## src/hw/rtl/unison_polyblep_saw_oscillator_defines.svh

```systemverilog
// Assertion macros shared by the oscillator RTL
`ifndef UNISON_POLYBLEP_SAW_OSCILLATOR_DEFINES_SVH
`define UNISON_POLYBLEP_SAW_OSCILLATOR_DEFINES_SVH

// same-cycle implication, checked on every clk edge outside reset
`define UPS_ASSERT_NOW(label, ante, cons, msg) \
  label: assert property (@(posedge clk) disable iff (rst) (ante) |-> (cons)) else $error(msg);

// next-cycle implication, checked on every clk edge outside reset
`define UPS_ASSERT_NEXT(label, ante, cons, msg) \
  label: assert property (@(posedge clk) disable iff (rst) (ante) |=> (cons)) else $error(msg);

`endif

```

## src/hw/rtl/ups_pkg.sv

```systemverilog
// Constants and types for the unison polyBLEP sawtooth oscillator
package ups_pkg;

  localparam int MAX_VOICES = 5;
  localparam int PHASE_BITS = 32;
  localparam int VOICE_W    = $clog2(MAX_VOICES);
  localparam int CNT_W      = $clog2(MAX_VOICES + 1);
  localparam int SUM_W      = PHASE_BITS + 8;
  localparam int DIV_CNT_W  = $clog2(SUM_W);
  localparam int OUT_W      = 16;
  localparam int OUT_SHIFT  = PHASE_BITS - (OUT_W - 1);
  localparam int RECIP_FRAC = 16;
  localparam int CFG_IDX_W  = 3;
  localparam int CFG_DATA_W = 32;
  localparam int COUNT_W    = 3;

  localparam logic [PHASE_BITS-1:0] BLEP_WIDTH_RST = PHASE_BITS'(39370533);
  localparam logic [31:0]           BLEP_RECIP_RST = 32'd7149335;
  localparam logic [COUNT_W-1:0]    VOICE_COUNT_RST = COUNT_W'(1);
  localparam logic [PHASE_BITS-1:0] INCREMENT_RST  = PHASE_BITS'(39370533);

  typedef enum logic [CFG_IDX_W-1:0] {
    REG_BLEP_WIDTH  = 3'd0,
    REG_BLEP_RECIP  = 3'd1,
    REG_VOICE_COUNT = 3'd2,
    REG_INC_ZERO    = 3'd3,
    REG_INC_ONE     = 3'd4,
    REG_INC_TWO     = 3'd5,
    REG_INC_THREE   = 3'd6,
    REG_INC_FOUR    = 3'd7
  } cfg_reg_t;

endpackage

```

## src/hw/rtl/unison_polyblep_saw_oscillator.sv

```systemverilog
// Unison polyBLEP sawtooth oscillator: sequencer, shared multiplier and divider
// Each accepted tick yields one Q1.15 sample, averaged over N active voices
// (N = 1..5): every voice passes in turn through one shared 32x32 multiplier
// (window position, then its square, then accumulate and phase advance), and
// the average is formed by a one-bit-per-cycle restoring divider over a 40-bit
// sum, with a prepare step, the divide steps and an output step in that order.
// The input is ready only while idle; a finished sample waits in an output
// register, so the next tick can be taken before the previous sample is
// transferred, and a sample that finishes while that register is still full
// holds the block until the transfer. The configuration port is always ready,
// and the user must see that it is written only while the block is idle; the
// block itself does not enforce this.
`include "unison_polyblep_saw_oscillator_defines.svh"

module unison_polyblep_saw_oscillator
  import ups_pkg::*;
(
  input  logic                         clk,
  input  logic                         rst,
  input  logic                         in_valid,
  output logic                         in_ready,
  input  logic                         restart,
  output logic                         out_valid,
  input  logic                         out_ready,
  output logic signed [OUT_W-1:0]      sample_out,
  input  logic                         cfg_valid,
  output logic                         cfg_ready,
  input  logic        [CFG_IDX_W-1:0]  cfg_index,
  input  logic        [CFG_DATA_W-1:0] cfg_data
);

  typedef enum logic [2:0] {
    S_IDLE,
    S_LOAD,
    S_SQUARE,
    S_ACC,
    S_PREP,
    S_DIV,
    S_DONE
  } state_t;

  state_t state;

  logic [PHASE_BITS-1:0]   blep_width;
  logic [31:0]             blep_recip;
  logic [COUNT_W-1:0]      voice_count;
  logic [PHASE_BITS-1:0]   increment [MAX_VOICES];
  logic [PHASE_BITS-1:0]   phase [MAX_VOICES];

  logic [VOICE_W-1:0]      voice;
  logic [CNT_W-1:0]        n_eff;
  logic                    near_zero;
  logic                    near_one;
  logic [2*PHASE_BITS-1:0] prod;
  logic [PHASE_BITS-1:0]   t_pos;
  logic signed [SUM_W-1:0] sum;
  logic [SUM_W-1:0]        div_quo;
  logic [CNT_W-1:0]        div_rem;
  logic [DIV_CNT_W-1:0]    div_cnt;
  logic                    div_sign;

  logic [PHASE_BITS-1:0]   p_cur;
  logic                    lt_width;
  logic [PHASE_BITS:0]     end_sum;
  logic                    gt_one;
  logic [PHASE_BITS-1:0]   win_dist;
  logic [PHASE_BITS-1:0]   t_clamp;
  logic [PHASE_BITS-1:0]   mul_a;
  logic [PHASE_BITS-1:0]   mul_b;
  logic [2*PHASE_BITS-1:0] mul_p;
  logic signed [SUM_W-1:0] p2_x;
  logic signed [SUM_W-1:0] t2_x;
  logic signed [SUM_W-1:0] tt_x;
  logic signed [SUM_W-1:0] one_x;
  logic signed [SUM_W-1:0] voice_val;
  logic [CNT_W:0]          rem_sh;
  logic                    rem_ge;
  logic [CNT_W:0]          rem_sub;
  logic signed [SUM_W-1:0] avg;
  logic signed [SUM_W-1:0] rounded;
  logic signed [SUM_W-1:0] shifted;
  logic signed [OUT_W-1:0] sat;
  logic [CNT_W-1:0]        n_sel;
  logic [VOICE_W-1:0]      inc_sel;

  assign in_ready  = (state == S_IDLE);
  assign cfg_ready = 1'b1;

  // voice datapath
  assign p_cur    = phase[voice];
  assign lt_width = (p_cur < blep_width);
  assign end_sum  = {1'b0, p_cur} + {1'b0, blep_width};
  assign gt_one   = (end_sum > {1'b1, {PHASE_BITS{1'b0}}});
  assign win_dist = lt_width ? p_cur : (~p_cur + PHASE_BITS'(1));

  assign t_clamp = (|prod[2*PHASE_BITS-1:PHASE_BITS+RECIP_FRAC]) ? {PHASE_BITS{1'b1}}
                 : prod[PHASE_BITS+RECIP_FRAC-1:RECIP_FRAC];

  assign mul_a = (state == S_LOAD) ? win_dist : t_clamp;
  assign mul_b = (state == S_LOAD) ? PHASE_BITS'(blep_recip) : t_clamp;
  assign mul_p = mul_a * mul_b;

  assign p2_x  = SUM_W'({p_cur, 1'b0});
  assign t2_x  = SUM_W'(prod[2*PHASE_BITS-1:PHASE_BITS]);
  assign tt_x  = SUM_W'({t_pos, 1'b0});
  assign one_x = SUM_W'({1'b1, {PHASE_BITS{1'b0}}});

  always_comb begin
    if (near_zero) begin
      voice_val = p2_x - tt_x + t2_x;
    end else if (near_one) begin
      voice_val = p2_x - (one_x <<< 1) - t2_x + tt_x;
    end else begin
      voice_val = p2_x - one_x;
    end
  end

  // divider step
  assign rem_sh  = {div_rem, div_quo[SUM_W-1]};
  assign rem_ge  = (rem_sh >= {1'b0, n_eff});
  assign rem_sub = rem_sh - {1'b0, n_eff};

  // rounding and saturation
  assign avg     = div_sign ? -$signed(div_quo) : $signed(div_quo);
  assign rounded = avg + (SUM_W'(1) <<< (OUT_SHIFT - 1));
  assign shifted = rounded >>> OUT_SHIFT;

  always_comb begin
    if (shifted > SUM_W'(2**(OUT_W-1) - 1)) begin
      sat = {1'b0, {(OUT_W-1){1'b1}}};
    end else if (shifted < -(SUM_W'(2**(OUT_W-1)))) begin
      sat = {1'b1, {(OUT_W-1){1'b0}}};
    end else begin
      sat = shifted[OUT_W-1:0];
    end
  end

  always_comb begin
    if (voice_count == '0) begin
      n_sel = CNT_W'(1);
    end else if (CNT_W'(voice_count) > CNT_W'(MAX_VOICES)) begin
      n_sel = CNT_W'(MAX_VOICES);
    end else begin
      n_sel = CNT_W'(voice_count);
    end
  end

  assign inc_sel = VOICE_W'(cfg_index - REG_INC_ZERO);

  always_ff @(posedge clk) begin
    if (rst) begin
      state       <= S_IDLE;
      out_valid   <= 1'b0;
      blep_width  <= BLEP_WIDTH_RST;
      blep_recip  <= BLEP_RECIP_RST;
      voice_count <= VOICE_COUNT_RST;
      for (int i = 0; i < MAX_VOICES; i++) begin
        increment[i] <= INCREMENT_RST;
        phase[i]     <= '0;
      end
    end else begin
      if (cfg_valid && cfg_ready) begin
        case (cfg_index)
          REG_BLEP_WIDTH:  blep_width  <= cfg_data[PHASE_BITS-1:0];
          REG_BLEP_RECIP:  blep_recip  <= cfg_data[31:0];
          REG_VOICE_COUNT: voice_count <= cfg_data[COUNT_W-1:0];
          default: begin
            if (cfg_index inside {[REG_INC_ZERO:REG_INC_FOUR]} &&
                (int'(cfg_index) - int'(REG_INC_ZERO)) < MAX_VOICES) begin
              increment[inc_sel] <= cfg_data[PHASE_BITS-1:0];
            end
          end
        endcase
      end

      if (out_valid && out_ready && state != S_DONE) begin
        out_valid <= 1'b0;
      end

      case (state)
        S_IDLE: begin
          if (in_valid) begin
            if (restart) begin
              for (int i = 0; i < MAX_VOICES; i++) begin
                phase[i] <= '0;
              end
            end
            n_eff <= n_sel;
            voice <= '0;
            sum   <= '0;
            state <= S_LOAD;
          end
        end
        S_LOAD: begin
          near_zero <= lt_width;
          near_one  <= !lt_width && gt_one;
          prod      <= mul_p;
          state     <= S_SQUARE;
        end
        S_SQUARE: begin
          t_pos <= t_clamp;
          prod  <= mul_p;
          state <= S_ACC;
        end
        S_ACC: begin
          sum          <= sum + voice_val;
          phase[voice] <= p_cur + increment[voice];
          if (CNT_W'(voice) == n_eff - CNT_W'(1)) begin
            state <= S_PREP;
          end else begin
            voice <= voice + VOICE_W'(1);
            state <= S_LOAD;
          end
        end
        S_PREP: begin
          div_sign <= sum[SUM_W-1];
          div_quo  <= sum[SUM_W-1] ? $unsigned(-sum) : $unsigned(sum);
          div_rem  <= '0;
          div_cnt  <= DIV_CNT_W'(SUM_W - 1);
          state    <= S_DIV;
        end
        S_DIV: begin
          div_rem <= rem_ge ? rem_sub[CNT_W-1:0] : rem_sh[CNT_W-1:0];
          div_quo <= {div_quo[SUM_W-2:0], rem_ge};
          if (div_cnt == '0) begin
            state <= S_DONE;
          end else begin
            div_cnt <= div_cnt - DIV_CNT_W'(1);
          end
        end
        S_DONE: begin
          if (!out_valid || out_ready) begin
            sample_out <= sat;
            out_valid  <= 1'b1;
            state      <= S_IDLE;
          end
        end
        default: state <= S_IDLE;
      endcase
    end
  end

  `UPS_ASSERT_NEXT(a_busy_after_accept, in_valid && in_ready, !in_ready, "ready after accept")
  `UPS_ASSERT_NOW(a_voice_in_range,
    state == S_LOAD || state == S_SQUARE || state == S_ACC,
    CNT_W'(voice) < n_eff, "voice index beyond active count")
  `UPS_ASSERT_NEXT(a_restart_zeroes, in_valid && in_ready && restart,
    phase[0] == '0, "restart did not clear phase")
  `UPS_ASSERT_NOW(a_out_from_done, $rose(out_valid),
    $past(state) == S_DONE, "output raised outside final step")
  `UPS_ASSERT_NOW(a_count_legal, state != S_IDLE,
    n_eff != '0 && n_eff <= CNT_W'(MAX_VOICES), "active count out of range")

endmodule

```

## config.mk

```make
export PLATFORM = sky130hd
export DESIGN_NAME = unison_polyblep_saw_oscillator
export DESIGN_NICKNAME = d
export VERILOG_FILES = /design/src/hw/rtl/ups_pkg.sv /design/src/hw/rtl/unison_polyblep_saw_oscillator.sv
export VERILOG_INCLUDE_DIRS = /design/src /design/src/hw/rtl
export SDC_FILE = /design/constraint.sdc
export NUM_CORES = 2
export LEC_CHECK = 0
export BUFFER_PORTS_ARGS = -buffer_cell sky130_fd_sc_hd__buf_4
export CAP_MARGIN = 20
export CORE_UTILIZATION = 30
export DETAILED_ROUTE_END_ITERATION = 10
export SLEW_MARGIN = 20
export SYNTH_ARGS = -nofsm -noshare
export SYNTH_HDL_FRONTEND = slang
export SYNTH_SLANG_ARGS = --single-unit
```

## constraint.sdc

```tcl
create_clock -name clk -period 11.4 [get_ports clk]
set_input_delay 0.57 -clock clk [delete_from_list [all_inputs] [get_ports clk]]
set_output_delay 0.57 -clock clk [all_outputs]
set_load 0.02 [all_outputs]
```

==> flow_summary.ini <==
[status]
status = finished clean

[die]
die_area_um2 = 263000
initial_core_util_pct = 30.2
die_w_um = 513
die_y_um = 513
rows = 187
pin_count = 60
core-area_um2 = 259000

[cts]
cts_root_buf = clkbuf_16
cts.sinks = 780
cts_tree = done
cts-buffers-inserted = 83
clk_path_buf_depth = 3
htree_levels = 3
clk_latency_ns = 0.71
cts.clk_slew.worst_paths_ns = 0.06
cts_hold_buffers = 0

[logic_synthesis]
synthCells = 8021
synth_area_per_cell_um2 = 9.76
synth.area.top_cells = edfxtp_1 (27%), fa_1 (24%), ha_1 (8.1%)
yosys.cell_count.top_type = inv_1
ys_seq_elements = 780
syn-cell-area_um2 = 78300
synth_edf_count = 706
yosysUniqueCellTypes = 92
syn_nets = 9501
yosys_warnings = 0
yosys-top-cells-count = inv_1 (1,160), nor2_1 (1,100), fa_1 (933)
synthDominantCellAreaShare_pct = 27.1
ys_seq_area_share_pct = 29.0
yosysTopAreaCell = edfxtp_1
synth-main-ff-cell = edfxtp_1
async_reset_ff_share_pct = 0

[placement]
place_congestion = 1.03
place_hpwl_mm = 221
io_buffers = 58
place_inst = 11700

[cells_and_area]
nets = 9860
multiInputGateArea_um2 = 50800
stdcell_count = 11900
area_growth_pct = 15.6
drive_gt1_share_pct = 14.0
finish.utilization_pct = 34.9
fillCellCount = 25900
seqCellArea_um2 = 22700

[routing]
wl_per_cell_um = 24.0
postRouteAntennaNets = 0
via_per_inst = 5.23
drt-total-wl_mm = 285
drc = 0
drt_iter0_markers = 6259
firstDrtPassIters = 7
vias = 62000

[setup_path]
cpMaxStageDelayCell = fa_1
cp.required_ns = 11.84
setup.worst_path.start_class = flip-flop
path_delay_family = adder cells
critPathCaptureType = flip-flop
arrival_ns = 11.65
crit_fanout = 6
crit_buf_inv = 11
ff2ff_setup_slack_ns = 0.19
max_stage_delay_ns = 0.59
cp_common_cell = fa_1
crit_type = flip-flop to flip-flop

[sta]
timing.hold.ws_ns = 0.132
setup_viol = 0
slew_violations = 0
relSlewSlack_pct = 13.5
worst_slew_pin_slew_ns = 1.30
fin_crit_sh_pct = 98.3
hold_viol = 0
fmax_mhz = 89.2
min_period_ns = 11.21
skew_ns = 0.0272

[global_route]
grt_usage_pct = 21.2
grt_start_max_net_pins = 70
antenna_found_initial = 16
grt_pass1_vias = 62200
grt_pass1_wl_mm = 414
overflow = 0

[min_path]
hp-class = primary input to flip-flop

[job]
cap_violations = 0
-- registers in the layout, summed over array words and instances, names as in the netlist, named ones only --
register and cells:
sample_out 16, n_eff 3, increment 256, out_valid 1, sum 40, div_cnt 6, near_zero 1, blep_width 32
state 3, div_quo 40, t_pos 32, voice 3, blep_recip 32, prod 48, voice_count 3, phase 256
near_one 1, div_rem 3, div_sign 1
-- area by class of cell --
type	instances	share of cell area, %
clock buffers	101	2.42
clock inverters	55	0.680
inverters	1163	4.83
flip-flops and latches	780	25.1
diodes	6	0.0166
multi-input cells	5699	56.1
repair buffers	653	6.15
well taps	3402	4.70
-- through the flow --
stage,setup WS (ns),cell area (µm²),setup TNS (ns)
3_5_place_dp,-0.404,86300,-4.55
2_1_floorplan,0.0220,78400,0
5_1_grt,-0.0578,90500,-0.390
4_1_cts,0.0109,89200,0
6_report,0.193,90500,0
3_3_place_gp,-0.422,86300,-3.48
-- layout by cell type (no fill, tap or decap), types with 46 or more instances in the layout --
cell type / count
nand2b_1: 119
mux4_2: 128
nand4_1: 48
xnor2_1: 175
ha_1: 487
nor3_1: 71
inv_1: 1152
fa_1: 913
and2_1: 116
nand2_1: 870
a21o_1: 138
clkbuf_16: 88
or3_1: 57
edfxtp_1: 706
o21ai_0: 188
nor2_1: 1057
a21oi_1: 341
nand3_1: 56
buf_4: 590
o21a_1: 46
xor2_1: 132
dfxtp_1: 71
-- logic make-up after synthesis --
kind of cell / Yosys count / synth area share (%)
buf+inv: 1542 / 7.53
compound gates: 1090 / 8.78
other cells: 1 / 0.00479
xor+xnor: 312 / 3.49
fa+ha+maj: 1440 / 31.9
mux: 170 / 4.23
flops: 780 / 29.0
simple gates: 2686 / 15.1
-- worst paths after layout --
| path | endpoint | startpoint | depth (start not counted) |
|---|---|---|---|
| setup / recovery | prod[60]$_DFFE_PP_ | flip-flop | 43 |
| hold / removal | increment[7][18]$_DFFE_PP_ | cfg_data[18] | 1 |
| setup reg to reg | prod[60]$_DFFE_PP_ | flip-flop | 43 |
| hold reg to reg | blep_recip[25]$_SDFFE_PP0P_ | blep_recip[25]$_SDFFE_PP0P_ | 2 |
-- worst register-to-register path, delay by kind of cell, from the launching register on --
family          cells  cell delay (ns)
fa+ha+maj           9             4.38
simple gates       13             2.78
buf+inv            11             1.52
compound gates      7             1.08
mux                 1             0.57
flops               1             0.37
xor+xnor            2             0.27
-- timing repair --
action	in CTS	in global routing
hold endpoints to repair	0	0
cloned	1	5
setup endpoints to repair	19	34
resized for setup	21	205
pin swaps	4	81
setup buffers	1	30
-- metal layers --
| layer | share of wire (%) | routed length [µm] | track usage (%) | vias up |
|---|---|---|---|---|
| met3 | 9.6 | 27300 | 4.42 | 594 |
| met5 | 0.033 | 93 | 0 | - |
| met2 | 44 | 125000 | 32.6 | 2971 |
| li1 | - | - | - | 27000 |
| met4 | 4.9 | 13800 | 8.87 | 14 |
| met1 | 42 | 119000 | 28.9 | 31400 |
Power is not shown: default switching activity piles up to over one toggle a cycle in this logic, so the estimate is an artifact.
